==> src/rtl/core/ip_flow_selector_parser_assert.svh <==
// Assertion macros used by the RTL. Each use expects clk and rst_n in scope.
`ifndef IP_FLOW_SELECTOR_PARSER_ASSERT_SVH
`define IP_FLOW_SELECTOR_PARSER_ASSERT_SVH

`define IFSP_ASSERT_SAME(lbl, ante, cons) \
    lbl: assert property (@(posedge clk) disable iff (!rst_n) (ante) |-> (cons)) \
        else $error("same-cycle check failed");

`define IFSP_ASSERT_NEXT(lbl, ante, cons) \
    lbl: assert property (@(posedge clk) disable iff (!rst_n) (ante) |=> (cons)) \
        else $error("next-cycle check failed");

`endif

==> src/rtl/core/ifsp_pkg.sv <==
`timescale 1ns / 1ps

package ifsp_pkg;

    localparam logic [15:0] MAX_PACKET_BYTES = 16'd65535;

    localparam logic [7:0] VER_MASK = 8'hF0;
    localparam logic [7:0] VER_V4   = 8'h40;
    localparam logic [7:0] VER_V6   = 8'h60;
    localparam logic [3:0] MIN_IHL  = 4'd5;
    localparam logic [16:0] V6_HDR_LEN = 17'd40;

    localparam logic [63:0] MAPPED_LO = 64'h0000_FFFF_0000_0000;

    localparam logic [7:0] PROTO_HOPOPT   = 8'd0;
    localparam logic [7:0] PROTO_ICMP     = 8'd1;
    localparam logic [7:0] PROTO_TCP      = 8'd6;
    localparam logic [7:0] PROTO_UDP      = 8'd17;
    localparam logic [7:0] PROTO_ROUTING  = 8'd43;
    localparam logic [7:0] PROTO_ICMPV6   = 8'd58;
    localparam logic [7:0] PROTO_DSTOPTS  = 8'd60;
    localparam logic [7:0] PROTO_SCTP     = 8'd132;
    localparam logic [7:0] PROTO_MOBILITY = 8'd135;
    localparam logic [7:0] PROTO_UDPLITE  = 8'd136;

    localparam logic [15:0] V4_PROTO_POS   = 16'd9;
    localparam logic [15:0] V4_SRC_FIRST   = 16'd12;
    localparam logic [15:0] V4_SRC_LAST    = 16'd15;
    localparam logic [15:0] V4_DST_FIRST   = 16'd16;
    localparam logic [15:0] V4_DST_LAST    = 16'd19;
    localparam logic [15:0] V6_PROTO_POS   = 16'd6;
    localparam logic [15:0] V6_SRC_HI_FIRST = 16'd8;
    localparam logic [15:0] V6_SRC_HI_LAST  = 16'd15;
    localparam logic [15:0] V6_SRC_LO_LAST  = 16'd23;
    localparam logic [15:0] V6_DST_HI_LAST  = 16'd31;
    localparam logic [15:0] V6_DST_LO_LAST  = 16'd39;

    typedef enum logic [1:0] {
        KIND_NONE = 2'd0,
        KIND_V4   = 2'd1,
        KIND_V6   = 2'd2,
        KIND_BAD  = 2'd3
    } ver_kind_t;

    typedef enum logic [1:0] {
        PORTS_NONE = 2'd0,
        PORTS_TYPE = 2'd1,
        PORTS_PAIR = 2'd2
    } port_kind_t;

    typedef struct packed {
        logic [7:0] data_byte;
        logic       last_byte;
        logic       inbound;
    } pkt_byte_t;

    typedef struct packed {
        logic        discard;
        logic        inbound_flag;
        logic [63:0] local_addr_hi;
        logic [63:0] local_addr_lo;
        logic [63:0] remote_addr_hi;
        logic [63:0] remote_addr_lo;
        logic [15:0] local_port;
        logic [15:0] remote_port;
        logic [7:0]  transport_proto;
        logic [1:0]  port_kind;
    } selector_t;

endpackage

==> src/rtl/core/ip_flow_selector_parser.sv <==
`timescale 1ns / 1ps
// Flow selector parser for IPv4 and IPv6 packets.
// The byte channel (byte_valid, byte_stall, byte_item) carries one packet byte
// per item, starting at the network header, with a last-byte mark and the
// direction bit, which is sampled on the last byte.
// The selector channel (sel_valid, sel_stall, sel_item) carries one item per
// packet: addresses arranged as local and remote, ports or message type, the
// protocol where the extension header walk stopped, and a discard flag.
// Each byte is processed in the cycle it is accepted; sel_valid is high in the
// cycle after the last byte is accepted, carrying this or an earlier selector.
// One byte is taken every cycle while byte_stall is low. A single selector
// waiting on a stalled receiver does not hold up the byte channel; a second one
// is kept in a skid register, and byte_stall is raised only while it is full.
// Reset sets the parse state to its reset value and empties both result registers.
// After each last byte the parse state returns to that value for the next packet.
// Bytes beyond the maximum packet length are ignored apart from the mark.
module ip_flow_selector_parser
    import ifsp_pkg::*;
(
    input  logic      clk,
    input  logic      rst_n,
    input  logic      byte_valid,
    output logic      byte_stall,
    input  pkt_byte_t byte_item,
    output logic      sel_valid,
    input  logic      sel_stall,
    output selector_t sel_item
);

`include "ip_flow_selector_parser_assert.svh"

    logic [15:0] pos_reg, pos_next;
    logic [16:0] hstart_reg, hstart_next;
    logic [7:0]  proto_reg, proto_next;
    ver_kind_t   kind_reg, kind_next;
    logic        done_reg, done_next;
    logic [31:0] hbytes_reg, hbytes_next;
    logic [63:0] loc_hi_reg, loc_hi_next;
    logic [63:0] loc_lo_reg, loc_lo_next;
    logic [63:0] rem_hi_reg, rem_hi_next;
    logic [63:0] rem_lo_reg, rem_lo_next;
    logic [15:0] port0_reg, port0_next;
    logic [15:0] port1_reg, port1_next;
    port_kind_t  pkind_reg, pkind_next;

    logic        out_valid_reg;
    selector_t   out_data_reg;
    logic        skid_valid_reg;
    selector_t   skid_data_reg;

    logic        byte_take;
    logic        produce;
    logic        out_take;
    logic [7:0]  d;
    logic [7:0]  b0, b1, b2, b3;
    selector_t   result;

    function automatic logic [63:0] put_byte(logic [63:0] w, logic [2:0] slot,
                                             logic [7:0] v);
        logic [5:0] sh;
        sh = {slot, 3'b000};
        return (w & ~(64'hFF << sh)) | (64'(v) << sh);
    endfunction

    assign byte_stall = skid_valid_reg;
    assign byte_take  = byte_valid && !byte_stall;
    assign produce    = byte_take && byte_item.last_byte;
    assign out_take   = out_valid_reg && !sel_stall;
    assign d  = byte_item.data_byte;
    assign b0 = hbytes_reg[31:24];
    assign b1 = hbytes_reg[23:16];
    assign b2 = hbytes_reg[15:8];
    assign b3 = hbytes_reg[7:0];

    always_comb
    begin
        pos_next    = pos_reg;
        hstart_next = hstart_reg;
        proto_next  = proto_reg;
        kind_next   = kind_reg;
        done_next   = done_reg;
        hbytes_next = hbytes_reg;
        loc_hi_next = loc_hi_reg;
        loc_lo_next = loc_lo_reg;
        rem_hi_next = rem_hi_reg;
        rem_lo_next = rem_lo_reg;
        port0_next  = port0_reg;
        port1_next  = port1_reg;
        pkind_next  = pkind_reg;

        if (pos_reg < MAX_PACKET_BYTES)
        begin
            if (pos_reg == 16'd0)
            begin
                priority if ((d & VER_MASK) == VER_V4)
                begin
                    if (d[3:0] < MIN_IHL)
                    begin
                        kind_next = KIND_BAD;
                    end
                    else
                    begin
                        kind_next   = KIND_V4;
                        hstart_next = {11'd0, d[3:0], 2'b00};
                    end
                end
                else if ((d & VER_MASK) == VER_V6)
                begin
                    kind_next   = KIND_V6;
                    hstart_next = V6_HDR_LEN;
                end
                else
                begin
                    kind_next = KIND_BAD;
                end
            end
            else if (kind_reg == KIND_V4)
            begin
                priority if (pos_reg == V4_PROTO_POS)
                begin
                    proto_next = d;
                end
                else if (pos_reg >= V4_SRC_FIRST && pos_reg <= V4_SRC_LAST)
                begin
                    loc_lo_next = put_byte(loc_lo_reg, ~pos_reg[2:0], d);
                end
                else if (pos_reg >= V4_DST_FIRST && pos_reg <= V4_DST_LAST)
                begin
                    rem_lo_next = put_byte(rem_lo_reg, 3'(3'd3 - pos_reg[2:0]), d);
                end
                else
                begin
                    proto_next = proto_reg;
                end
            end
            else if (kind_reg == KIND_V6)
            begin
                priority if (pos_reg == V6_PROTO_POS)
                begin
                    proto_next = d;
                end
                else if (pos_reg >= V6_SRC_HI_FIRST && pos_reg <= V6_SRC_HI_LAST)
                begin
                    loc_hi_next = put_byte(loc_hi_reg, ~pos_reg[2:0], d);
                end
                else if (pos_reg > V6_SRC_HI_LAST && pos_reg <= V6_SRC_LO_LAST)
                begin
                    loc_lo_next = put_byte(loc_lo_reg, ~pos_reg[2:0], d);
                end
                else if (pos_reg > V6_SRC_LO_LAST && pos_reg <= V6_DST_HI_LAST)
                begin
                    rem_hi_next = put_byte(rem_hi_reg, ~pos_reg[2:0], d);
                end
                else if (pos_reg > V6_DST_HI_LAST && pos_reg <= V6_DST_LO_LAST)
                begin
                    rem_lo_next = put_byte(rem_lo_reg, ~pos_reg[2:0], d);
                end
                else
                begin
                    proto_next = proto_reg;
                end
            end

            if ((kind_reg == KIND_V4 || kind_reg == KIND_V6) && !done_reg &&
                pos_reg != 16'd0 && {2'b00, pos_reg} == 18'(hstart_reg) + 18'd4)
            begin
                done_next = 1'b1;
                unique case (proto_next)
                    PROTO_HOPOPT, PROTO_ROUTING, PROTO_DSTOPTS:
                    begin
                        proto_next  = b0;
                        hstart_next = hstart_reg + {6'd0, b1, 3'b000} + 17'd8;
                        done_next   = 1'b0;
                    end
                    PROTO_ICMP, PROTO_ICMPV6:
                    begin
                        port0_next = {b0, b1};
                        pkind_next = PORTS_TYPE;
                    end
                    PROTO_TCP, PROTO_UDP, PROTO_SCTP, PROTO_UDPLITE:
                    begin
                        port0_next = {b0, b1};
                        port1_next = {b2, b3};
                        pkind_next = PORTS_PAIR;
                    end
                    PROTO_MOBILITY:
                    begin
                        port0_next = {b2, 8'd0};
                        pkind_next = PORTS_TYPE;
                    end
                    default:
                    begin
                        pkind_next = pkind_reg;
                    end
                endcase
            end

            hbytes_next = {hbytes_reg[23:0], d};
            pos_next    = pos_reg + 16'd1;
        end
    end

    always_comb
    begin
        result = '0;
        if (kind_next == KIND_BAD)
        begin
            result.discard = 1'b1;
        end
        else
        begin
            result.inbound_flag    = byte_item.inbound;
            result.transport_proto = proto_next;
            result.port_kind       = pkind_next;
            if (byte_item.inbound)
            begin
                result.local_addr_hi  = rem_hi_next;
                result.local_addr_lo  = rem_lo_next;
                result.remote_addr_hi = loc_hi_next;
                result.remote_addr_lo = loc_lo_next;
            end
            else
            begin
                result.local_addr_hi  = loc_hi_next;
                result.local_addr_lo  = loc_lo_next;
                result.remote_addr_hi = rem_hi_next;
                result.remote_addr_lo = rem_lo_next;
            end
            unique case (pkind_next)
                PORTS_PAIR:
                begin
                    result.local_port  = byte_item.inbound ? port1_next : port0_next;
                    result.remote_port = byte_item.inbound ? port0_next : port1_next;
                end
                PORTS_TYPE:
                begin
                    result.local_port = port0_next;
                end
                default:
                begin
                    result.local_port = 16'd0;
                end
            endcase
        end
    end

    always_ff @(posedge clk or negedge rst_n)
    begin
        if (!rst_n)
        begin
            pos_reg    <= '0;
            hstart_reg <= '0;
            proto_reg  <= '0;
            kind_reg   <= KIND_NONE;
            done_reg   <= 1'b0;
            hbytes_reg <= '0;
            loc_hi_reg <= '0;
            loc_lo_reg <= MAPPED_LO;
            rem_hi_reg <= '0;
            rem_lo_reg <= MAPPED_LO;
            port0_reg  <= '0;
            port1_reg  <= '0;
            pkind_reg  <= PORTS_NONE;
        end
        else if (produce)
        begin
            pos_reg    <= '0;
            hstart_reg <= '0;
            proto_reg  <= '0;
            kind_reg   <= KIND_NONE;
            done_reg   <= 1'b0;
            hbytes_reg <= '0;
            loc_hi_reg <= '0;
            loc_lo_reg <= MAPPED_LO;
            rem_hi_reg <= '0;
            rem_lo_reg <= MAPPED_LO;
            port0_reg  <= '0;
            port1_reg  <= '0;
            pkind_reg  <= PORTS_NONE;
        end
        else if (byte_take)
        begin
            pos_reg    <= pos_next;
            hstart_reg <= hstart_next;
            proto_reg  <= proto_next;
            kind_reg   <= kind_next;
            done_reg   <= done_next;
            hbytes_reg <= hbytes_next;
            loc_hi_reg <= loc_hi_next;
            loc_lo_reg <= loc_lo_next;
            rem_hi_reg <= rem_hi_next;
            rem_lo_reg <= rem_lo_next;
            port0_reg  <= port0_next;
            port1_reg  <= port1_next;
            pkind_reg  <= pkind_next;
        end
    end

    always_ff @(posedge clk or negedge rst_n)
    begin
        if (!rst_n)
        begin
            out_valid_reg  <= 1'b0;
            skid_valid_reg <= 1'b0;
        end
        else if (out_take)
        begin
            if (skid_valid_reg)
            begin
                skid_valid_reg <= 1'b0;
            end
            else
            begin
                out_valid_reg <= produce;
            end
        end
        else if (!out_valid_reg)
        begin
            out_valid_reg <= produce;
        end
        else if (produce)
        begin
            skid_valid_reg <= 1'b1;
        end
    end

    always_ff @(posedge clk)
    begin
        if (out_take && skid_valid_reg)
        begin
            out_data_reg <= skid_data_reg;
        end
        else if (produce && (out_take || !out_valid_reg))
        begin
            out_data_reg <= result;
        end
        if (produce && out_valid_reg && !out_take)
        begin
            skid_data_reg <= result;
        end
    end

    assign sel_valid = out_valid_reg;
    assign sel_item  = out_data_reg;

    `IFSP_ASSERT_SAME(a_skid_behind_out, skid_valid_reg, out_valid_reg)
    `IFSP_ASSERT_NEXT(a_last_gives_sel, produce, sel_valid)
    `IFSP_ASSERT_NEXT(a_last_restarts, produce, pos_reg == 16'd0 && kind_reg == KIND_NONE)
    `IFSP_ASSERT_SAME(a_discard_clean, sel_valid && sel_item.discard,
        sel_item.port_kind == PORTS_NONE && sel_item.transport_proto == 8'd0 &&
        sel_item.local_port == 16'd0 && !sel_item.inbound_flag)

endmodule
==> config.mk <==
export PLATFORM = sky130hd
export DESIGN_NAME = ip_flow_selector_parser
export DESIGN_NICKNAME = d
export VERILOG_FILES = /design/src/rtl/core/ifsp_pkg.sv /design/src/rtl/core/ip_flow_selector_parser.sv
export VERILOG_INCLUDE_DIRS = /design/src /design/src/rtl/core
export SDC_FILE = /design/constraint.sdc
export NUM_CORES = 2
export LEC_CHECK = 0
export BUFFER_PORTS_ARGS = -buffer_cell sky130_fd_sc_hd__buf_4
export CORE_ASPECT_RATIO = 0.75
export CORE_MARGIN = 5
export CORE_UTILIZATION = 55
export CTS_BUF_LIST = sky130_fd_sc_hd__clkbuf_8
export CTS_CLUSTER_SIZE = 12
export DETAILED_ROUTE_END_ITERATION = 7
export PLACE_DENSITY = 0.76
export SYNTH_ARGS = -nofsm -noshare
export SYNTH_HDL_FRONTEND = slang
export SYNTH_SLANG_ARGS = --single-unit
export TNS_END_PERCENT = 20
==> constraint.sdc <==
create_clock -name clk -period 27.2 [get_ports clk]
set_input_delay 1.36 -clock clk [delete_from_list [all_inputs] [get_ports clk]]
set_output_delay 1.36 -clock clk [all_outputs]
set_load 0.01 [all_outputs]
=== Yosys cells after proc, flatten, opt, wreduce, memory -nomap -nowiden ===
Index checks and enable logic that the tools add are counted.

* Bits in registers: 968
* Input bits: 14
* Output and inout port bits: 302
* Word-level logic and storage cells: 240

* Add/subtract/negate cells: 5
* Order comparisons: 13
* Eq/ne operators: 20
* Shift operators: 4
* Muxes and demuxes: 111
* Bitwise gates (word level): 13
* Reductions and logical operators: 39

{| class="wikitable"
|+ Operator list
! cell !! count
|-
| $mux W64 || 43
|-
| $mux W300 || 2
|-
| $and A64 B64 Y64 || 5
|-
| $or A64 B64 Y64 || 5
|-
| $mux W299 || 1
|-
| $mux W256 || 1
|-
| $mux W16 || 15
|-
| $mux W17 || 9
|-
| $not A64 Y64 || 2
|-
| $shl A8 B6 Y64 || 2
|-
| $shl A8 B6 Y64 const A || 2
|-
| $mux W32 || 3
|-
| $mux W8 || 11
|-
| $pmux W16 S2 || 2
|-
| $le A16 B5 Y1 const B || 3
|-
| $ge A16 B4 Y1 const B || 2
|-
| $gt A16 B5 Y1 const B || 2
|-
| $eq A8 B6 Y1 const B || 3
|-
| $eq A8 B8 Y1 const B || 3
|-
| $mux W2 || 10
|-
| $add A17 B3 Y18 const B || 1
|-
| $eq A16 B18 Y1 || 1
|-
| $add A17 B11 Y17 || 1
|-
| $add A17 B4 Y17 const B || 1
|-
| other kinds (32) || 75
|}

=== Longest topological paths before layout ===
* Depth in word-level cells: 18
* Mapped depth: 19
* Depth with buffers taken out: 15

=== Worst setup path after synthesis ===
No wires, ideal clock.

* Kind: input -> register
* From: input port byte_valid
* To: register out_data_reg, in the netlist sel_item[0] (enable)
* Library setup time: 1.418 ns
* Arrival time: 23.830 ns
* Required time: 25.782 ns
* Setup slack: 1.953 ns
* Cell stages on the path: 5
* Path buffers: 2
* Cell sequence: nor2b_1 clkbuf_1 clkbuf_1 nand2_1 a21boi_0

* Cells in the longest elaborated chain, start to end: 4

{| class="wikitable"
|+ Ends and longest elaborated chain
! element !! RTL line !! RTL
|-
| start, declared || ip_flow_selector_parser.sv:22 || <nowiki>input logic byte_valid,</nowiki>
|-
| $logic_and A1 B1 Y1 || ip_flow_selector_parser.sv:66 || <nowiki>assign byte_take = byte_valid && !byte_stall;</nowiki>
|-
| $logic_and A1 B1 Y1 || ip_flow_selector_parser.sv:67 || <nowiki>assign produce = byte_take && byte_item.last_byte;</nowiki>
|-
| $logic_and A1 B1 Y1 || ip_flow_selector_parser.sv:333 || <nowiki>else if (produce && (out_take || !out_valid_reg))</nowiki>
|-
| $reduce_bool A2 Y1 (no line) || -- ||
|-
| end signal, assigned || ip_flow_selector_parser.sv:331 || <nowiki>out_data_reg <= skid_data_reg;</nowiki>
|-
| end signal, assigned || ip_flow_selector_parser.sv:335 || <nowiki>out_data_reg <= result;</nowiki>
|-
| end, declared || ip_flow_selector_parser.sv:47 || <nowiki>selector_t out_data_reg;</nowiki>
|}

Every way passes these cells.
A chain may end at the register's enable or synchronous reset.

=== Final worst setup path ===
* From: register pos_reg[2]
* To: register out_data_reg, in the netlist sel_item[31] (data pin)

* Cells in the longest elaborated chain, start to end: 16
* Elaborated cells on any way between the ends: 43
* Those cells by class: 1 x order compare; 13 x eq/ne; 22 x mux; 7 x reduce/logical

{| class="wikitable"
|+ Ends and longest elaborated chain
! element !! RTL line !! RTL
|-
| start, declared || ip_flow_selector_parser.sv:32 || <nowiki>logic [15:0] pos_reg, pos_next;</nowiki>
|-
| start signal, assigned || ip_flow_selector_parser.sv:283 || <nowiki>pos_reg <= pos_next;</nowiki>
|-
| $eq A16 B3 Y1 || ip_flow_selector_parser.sv:138 || <nowiki>priority if (pos_reg == V6_PROTO_POS)</nowiki>
|-
| $mux W8 || ip_flow_selector_parser.sv:138 ||
|-
| $mux W8 || ip_flow_selector_parser.sv:136 || <nowiki>else if (kind_reg == KIND_V6)</nowiki>
|-
| $mux W8 || ip_flow_selector_parser.sv:117 || <nowiki>else if (kind_reg == KIND_V4)</nowiki>
|-
| $mux W8 || ip_flow_selector_parser.sv:93 || <nowiki>if (pos_reg == 16'd0)</nowiki>
|-
| $mux W8 || ip_flow_selector_parser.sv:91 || <nowiki>if (pos_reg < MAX_PACKET_BYTES)</nowiki>
|-
| $eq A8 B3 Y1 (tied with other cells) || ip_flow_selector_parser.sv:168 || <nowiki>unique case (proto_next)</nowiki>
|-
| $reduce_or A4 Y1 (tied with other cells) || -- ||
|-
| $pmux W2 S2 (tied with other cells) || ip_flow_selector_parser.sv:168 ||
|-
| $mux W2 / $mux W16 (equally long branches) || ip_flow_selector_parser.sv:164 || <nowiki>if ((kind_reg == KIND_V4 || kind_reg == KIND_V6) && !done_reg &&</nowiki>
|-
| $mux W2 / $mux W16 (equally long branches) || ip_flow_selector_parser.sv:91 ||
|-
| $eq A2 B1 Y1 (tied with other cells) || ip_flow_selector_parser.sv:229 || <nowiki>unique case (pkind_next)</nowiki>
|-
| $pmux W16 S2 || ip_flow_selector_parser.sv:229 ||
|-
| $mux W299 * || ip_flow_selector_parser.sv:206 || <nowiki>if (kind_next == KIND_BAD)</nowiki>
|-
| $mux W300 * || ip_flow_selector_parser.sv:333 ||
|-
| $mux W300 * || ip_flow_selector_parser.sv:329 || <nowiki>if (out_take && skid_valid_reg)</nowiki>
|}

Mark *: on every way between the ends. The rest lies on a longest branch, timed or not. The select of a mux whose other input is x is not followed.

==> impl_metrics.tcl <==
set metrics [dict create \
    synth_async_reset_ratio 0.380 \
    number_of_vias_after_detailed_routing 34500 \
    postSynthRegisterBits 968 \
    final.setup.tns_ps 0 \
    cts.sinks 968 \
    synth_top_cells_by_area "sky130_fd_sc_hd__edfxtp_1 (40%), sky130_fd_sc_hd__dfrtp_1 (19%), sky130_fd_sc_hd__a22o_1 (5.3%)" \
    die_h_um 257 \
    floorplan.rows 90 \
    cts_hold_buf 0 \
    placed_cell_area_mm2 0.0477 \
    finalWorstPathRequiredPeriod_ps 6690 \
    wirelength_um 126000 \
    netlist.top_cell.by_area "sky130_fd_sc_hd__edfxtp_1" \
    maximum_clock_rate_mhz 150 \
    design.die.area_mm2 0.0875 \
    syn-cell-area_mm2 0.0449 \
    report.power.total_w 0.00376 \
    drc 2 \
    firstDrtPassIters 8 \
    worst_clk_skew_ps 55.2 \
    syn-instance-count 4126 \
    fin_area_mm2 0.0506 \
    synthToLayoutAreaGrowth_pct 12.6 \
    grt_antenna_before_repair 6 \
    vias_per_cell 6.31 \
    power.density_mw_per_mm2 74.5 \
    synthFlopType "sky130_fd_sc_hd__edfxtp_1" \
    grt_remaining_overflow 0 \
    finalWeightedCongestion 0.940 \
    cap_viol_max_count 0 \
    detail_routed_net_length_per_standard_cell_um 23.1 \
    finish.net_count 4328 \
    clockRootBuffer "sky130_fd_sc_hd__clkbuf_8" \
    hold_path.class "reg -> reg" \
    htree_num_levels 4 \
    standard_cell_core_area_mm2 0.0807 \
    grt_first_pass_wirelength_um 193000 \
    cts_tree "done" \
    setup_repair_after_global_routing_missed_its_margin "false" \
    worstSetupEndpointType "register" \
    buffer_ports.inserted 315 \
    worst_skew_pair_latency_ps 830 \
    highest_ir_drop_seen_on_vdd_mv 0.123 \
    clk_transition_reported_paths_ps 70 \
    cts.repair_timing.setup_buffer_count 0 \
    setup_viol 0 \
    slew_violations 81 \
    violations_in_the_final_reports "DRC, slew limit" \
    clock_path_buffers 3 \
    layout.cells.most_common "sky130_fd_sc_hd__nand2_1" \
    post_cts.resized_instances 0 \
    post_route_cells_drive_above_1_share 0.150 \
    run_status "complete, but fails checks" \
    final_antenna_net_count 0 \
    drt_iter0_drc 4388 \
    share_of_synthesized_area_occupied_by_flip_flops_and_latches 0.607 \
    synth_edf_count 600 \
    final_hold_viol_count 0 \
    pin_count 316 \
    critical_path_class "reg -> reg" \
    slew-limit-headroom -0.0279 \
    hpwl_um 84500 \
    track_usage 0.280 \
    critPathMaxFanout 48 \
    yosys.cell_types.count 80 \
    static-leakage-power_nw 19.7 \
    post_route_clock_period_utilization 0.246 \
    required_ps 27810 \
    layout_common_cells "sky130_fd_sc_hd__nand2_1 (604), sky130_fd_sc_hd__edfxtp_1 (600), sky130_fd_sc_hd__nor2_1 (526), sky130_fd_sc_hd__buf_4 (349), sky130_fd_sc_hd__dfrtp_1 (335)" \
    synth.yosys.warnings 0 \
    post-synth-top-area-fraction 0.401 \
    syn-num-nets 4168 \
    grt_start_max_net_pins 254 \
    grt_pass1_vias 32100 \
    die-width_um 340 \
    initial_core_util 0.556 \
    setup.worst_path.start_class "register" \
    tritoncts_buffers 149 \
    worst_ep_arrival_time_ps 7290 \
    synth_area_per_cell_um2 10.9 \
    tightestPinTransition_ps 1540 \
]
-- cell type report --
type / count / area, um^2
Antenna cell: 1 / 2.50
Inverter: 42 / 168
Sequential cell: 968 / 27300
Clock buffer: 166 / 2280
Multi-Input combinational cell: 2771 / 16200
Fill cell: 6344 / 30200
Clock inverter: 102 / 584
Tap cell: 1058 / 1320
Timing Repair Buffer: 354 / 2710
-- power breakdown --
group / switching [W] / internal (W)
logic: 0.000592 / 0.000203
clock network: 0.000582 / 0.000602
registers: 0.0000561 / 0.00173
total: 0.00123 / 0.00253
-- path summary, 6_finish.rpt --
check	endpoint	depth (start not counted)	startpoint	slack, ps
max	sel_item[31]	11	pos_reg[2]	20510
min	loc_hi_reg[5]	2	loc_hi_reg[5]	480
max reg2reg	sel_item[31]	11	pos_reg[2]	20510
min reg2reg	loc_hi_reg[5]	2	loc_hi_reg[5]	480
max in group asynchronous	pos_reg[2]	3	rst_n	24300
min in group asynchronous	port1_reg[12]	1	rst_n	620
-- metal layers --
metal	routed length, um	track usage	part of all wire	vias to the layer above
met5	37	0.00110	0.00029	-
met4	4230	0.0962	0.034	6
met3	12700	0.0685	0.10	288
met2	57700	0.429	0.46	1806
met1	51700	0.396	0.41	16800
li1	-	-	-	15600
-- logic make-up (layout without fill, tap and decap cells) --
family	count (synthesis)	count (layout)	share of synthesized area
AO/OA/AOI/OAI	1275	1275	0.199
XOR/XNOR	37	37	0.00722
adder cells (fa/ha/maj)	28	28	0.00797
buffers and inverters	387	664	0.0336
flip-flops	968	968	0.607
multiplexers	86	86	0.0197
other	0	1	0
AND/OR/NAND/NOR	1345	1345	0.125
-- metrics by stage --
| stage | worst slack, ps | hold slack (ps) | std cells | utilization |
|---|---|---|---|---|
| 2_1_floorplan | 1950 | 450 | 4126 | - |
| 3_3_place_gp | 20770 | 462 | 5193 | 0.591 |
| 3_5_place_dp | 20550 | 470 | 5193 | 0.591 |
| 4_1_cts | 20670 | 484 | 5461 | 0.626 |
| 5_1_grt | 20070 | 500 | 5462 | 0.626 |
| 6_report | 20510 | 482 | 5462 | 0.626 |
-- synthesized netlist by cell type (6+ instances only) --
cell / count
sky130_fd_sc_hd__nand2_1: 604
sky130_fd_sc_hd__edfxtp_1: 600
sky130_fd_sc_hd__nor2_1: 533
sky130_fd_sc_hd__dfrtp_1: 336
sky130_fd_sc_hd__clkbuf_1: 296
sky130_fd_sc_hd__a22o_1: 273
sky130_fd_sc_hd__o21ai_0: 266
sky130_fd_sc_hd__o31ai_1: 244
sky130_fd_sc_hd__a21oi_1: 226
sky130_fd_sc_hd__a22oi_1: 68
sky130_fd_sc_hd__mux2i_1: 68
sky130_fd_sc_hd__inv_1: 40
sky130_fd_sc_hd__and2_1: 36
sky130_fd_sc_hd__dfstp_2: 32
sky130_fd_sc_hd__nand3_1: 31
sky130_fd_sc_hd__nor2b_1: 31
sky130_fd_sc_hd__a32oi_1: 29
sky130_fd_sc_hd__ha_1: 27
sky130_fd_sc_hd__o22ai_1: 27
sky130_fd_sc_hd__buf_1: 25
sky130_fd_sc_hd__a32o_1: 21
sky130_fd_sc_hd__and3_1: 21
sky130_fd_sc_hd__buf_2: 19
sky130_fd_sc_hd__nor3_1: 19
sky130_fd_sc_hd__xnor2_1: 19
sky130_fd_sc_hd__mux2_2: 18
sky130_fd_sc_hd__xor2_1: 18
sky130_fd_sc_hd__nand4_1: 17
sky130_fd_sc_hd__o22a_1: 17
sky130_fd_sc_hd__a221oi_1: 13
sky130_fd_sc_hd__nor4_1: 12
sky130_fd_sc_hd__o221ai_2: 10
sky130_fd_sc_hd__a21boi_0: 9
sky130_fd_sc_hd__a22oi_2: 9
sky130_fd_sc_hd__o21ai_1: 9
sky130_fd_sc_hd__a211oi_1: 8
sky130_fd_sc_hd__o221ai_1: 8
sky130_fd_sc_hd__and4_1: 6
-- worst max-delay path: stages (launching register included) --
cell	delay [ps]
sky130_fd_sc_hd__dfrtp_2	1000
sky130_fd_sc_hd__nor2b_1	360
sky130_fd_sc_hd__a32o_1	370
sky130_fd_sc_hd__and2_0	310
sky130_fd_sc_hd__nor4_1	650
sky130_fd_sc_hd__nor2_1	160
sky130_fd_sc_hd__nand3_1	840
sky130_fd_sc_hd__o21ai_0	480
sky130_fd_sc_hd__ha_1	450
sky130_fd_sc_hd__nor2_2	470
sky130_fd_sc_hd__nand4_1	860
sky130_fd_sc_hd__o221ai_1	510
No activity file was read; power rests on OpenSTA's default activity.
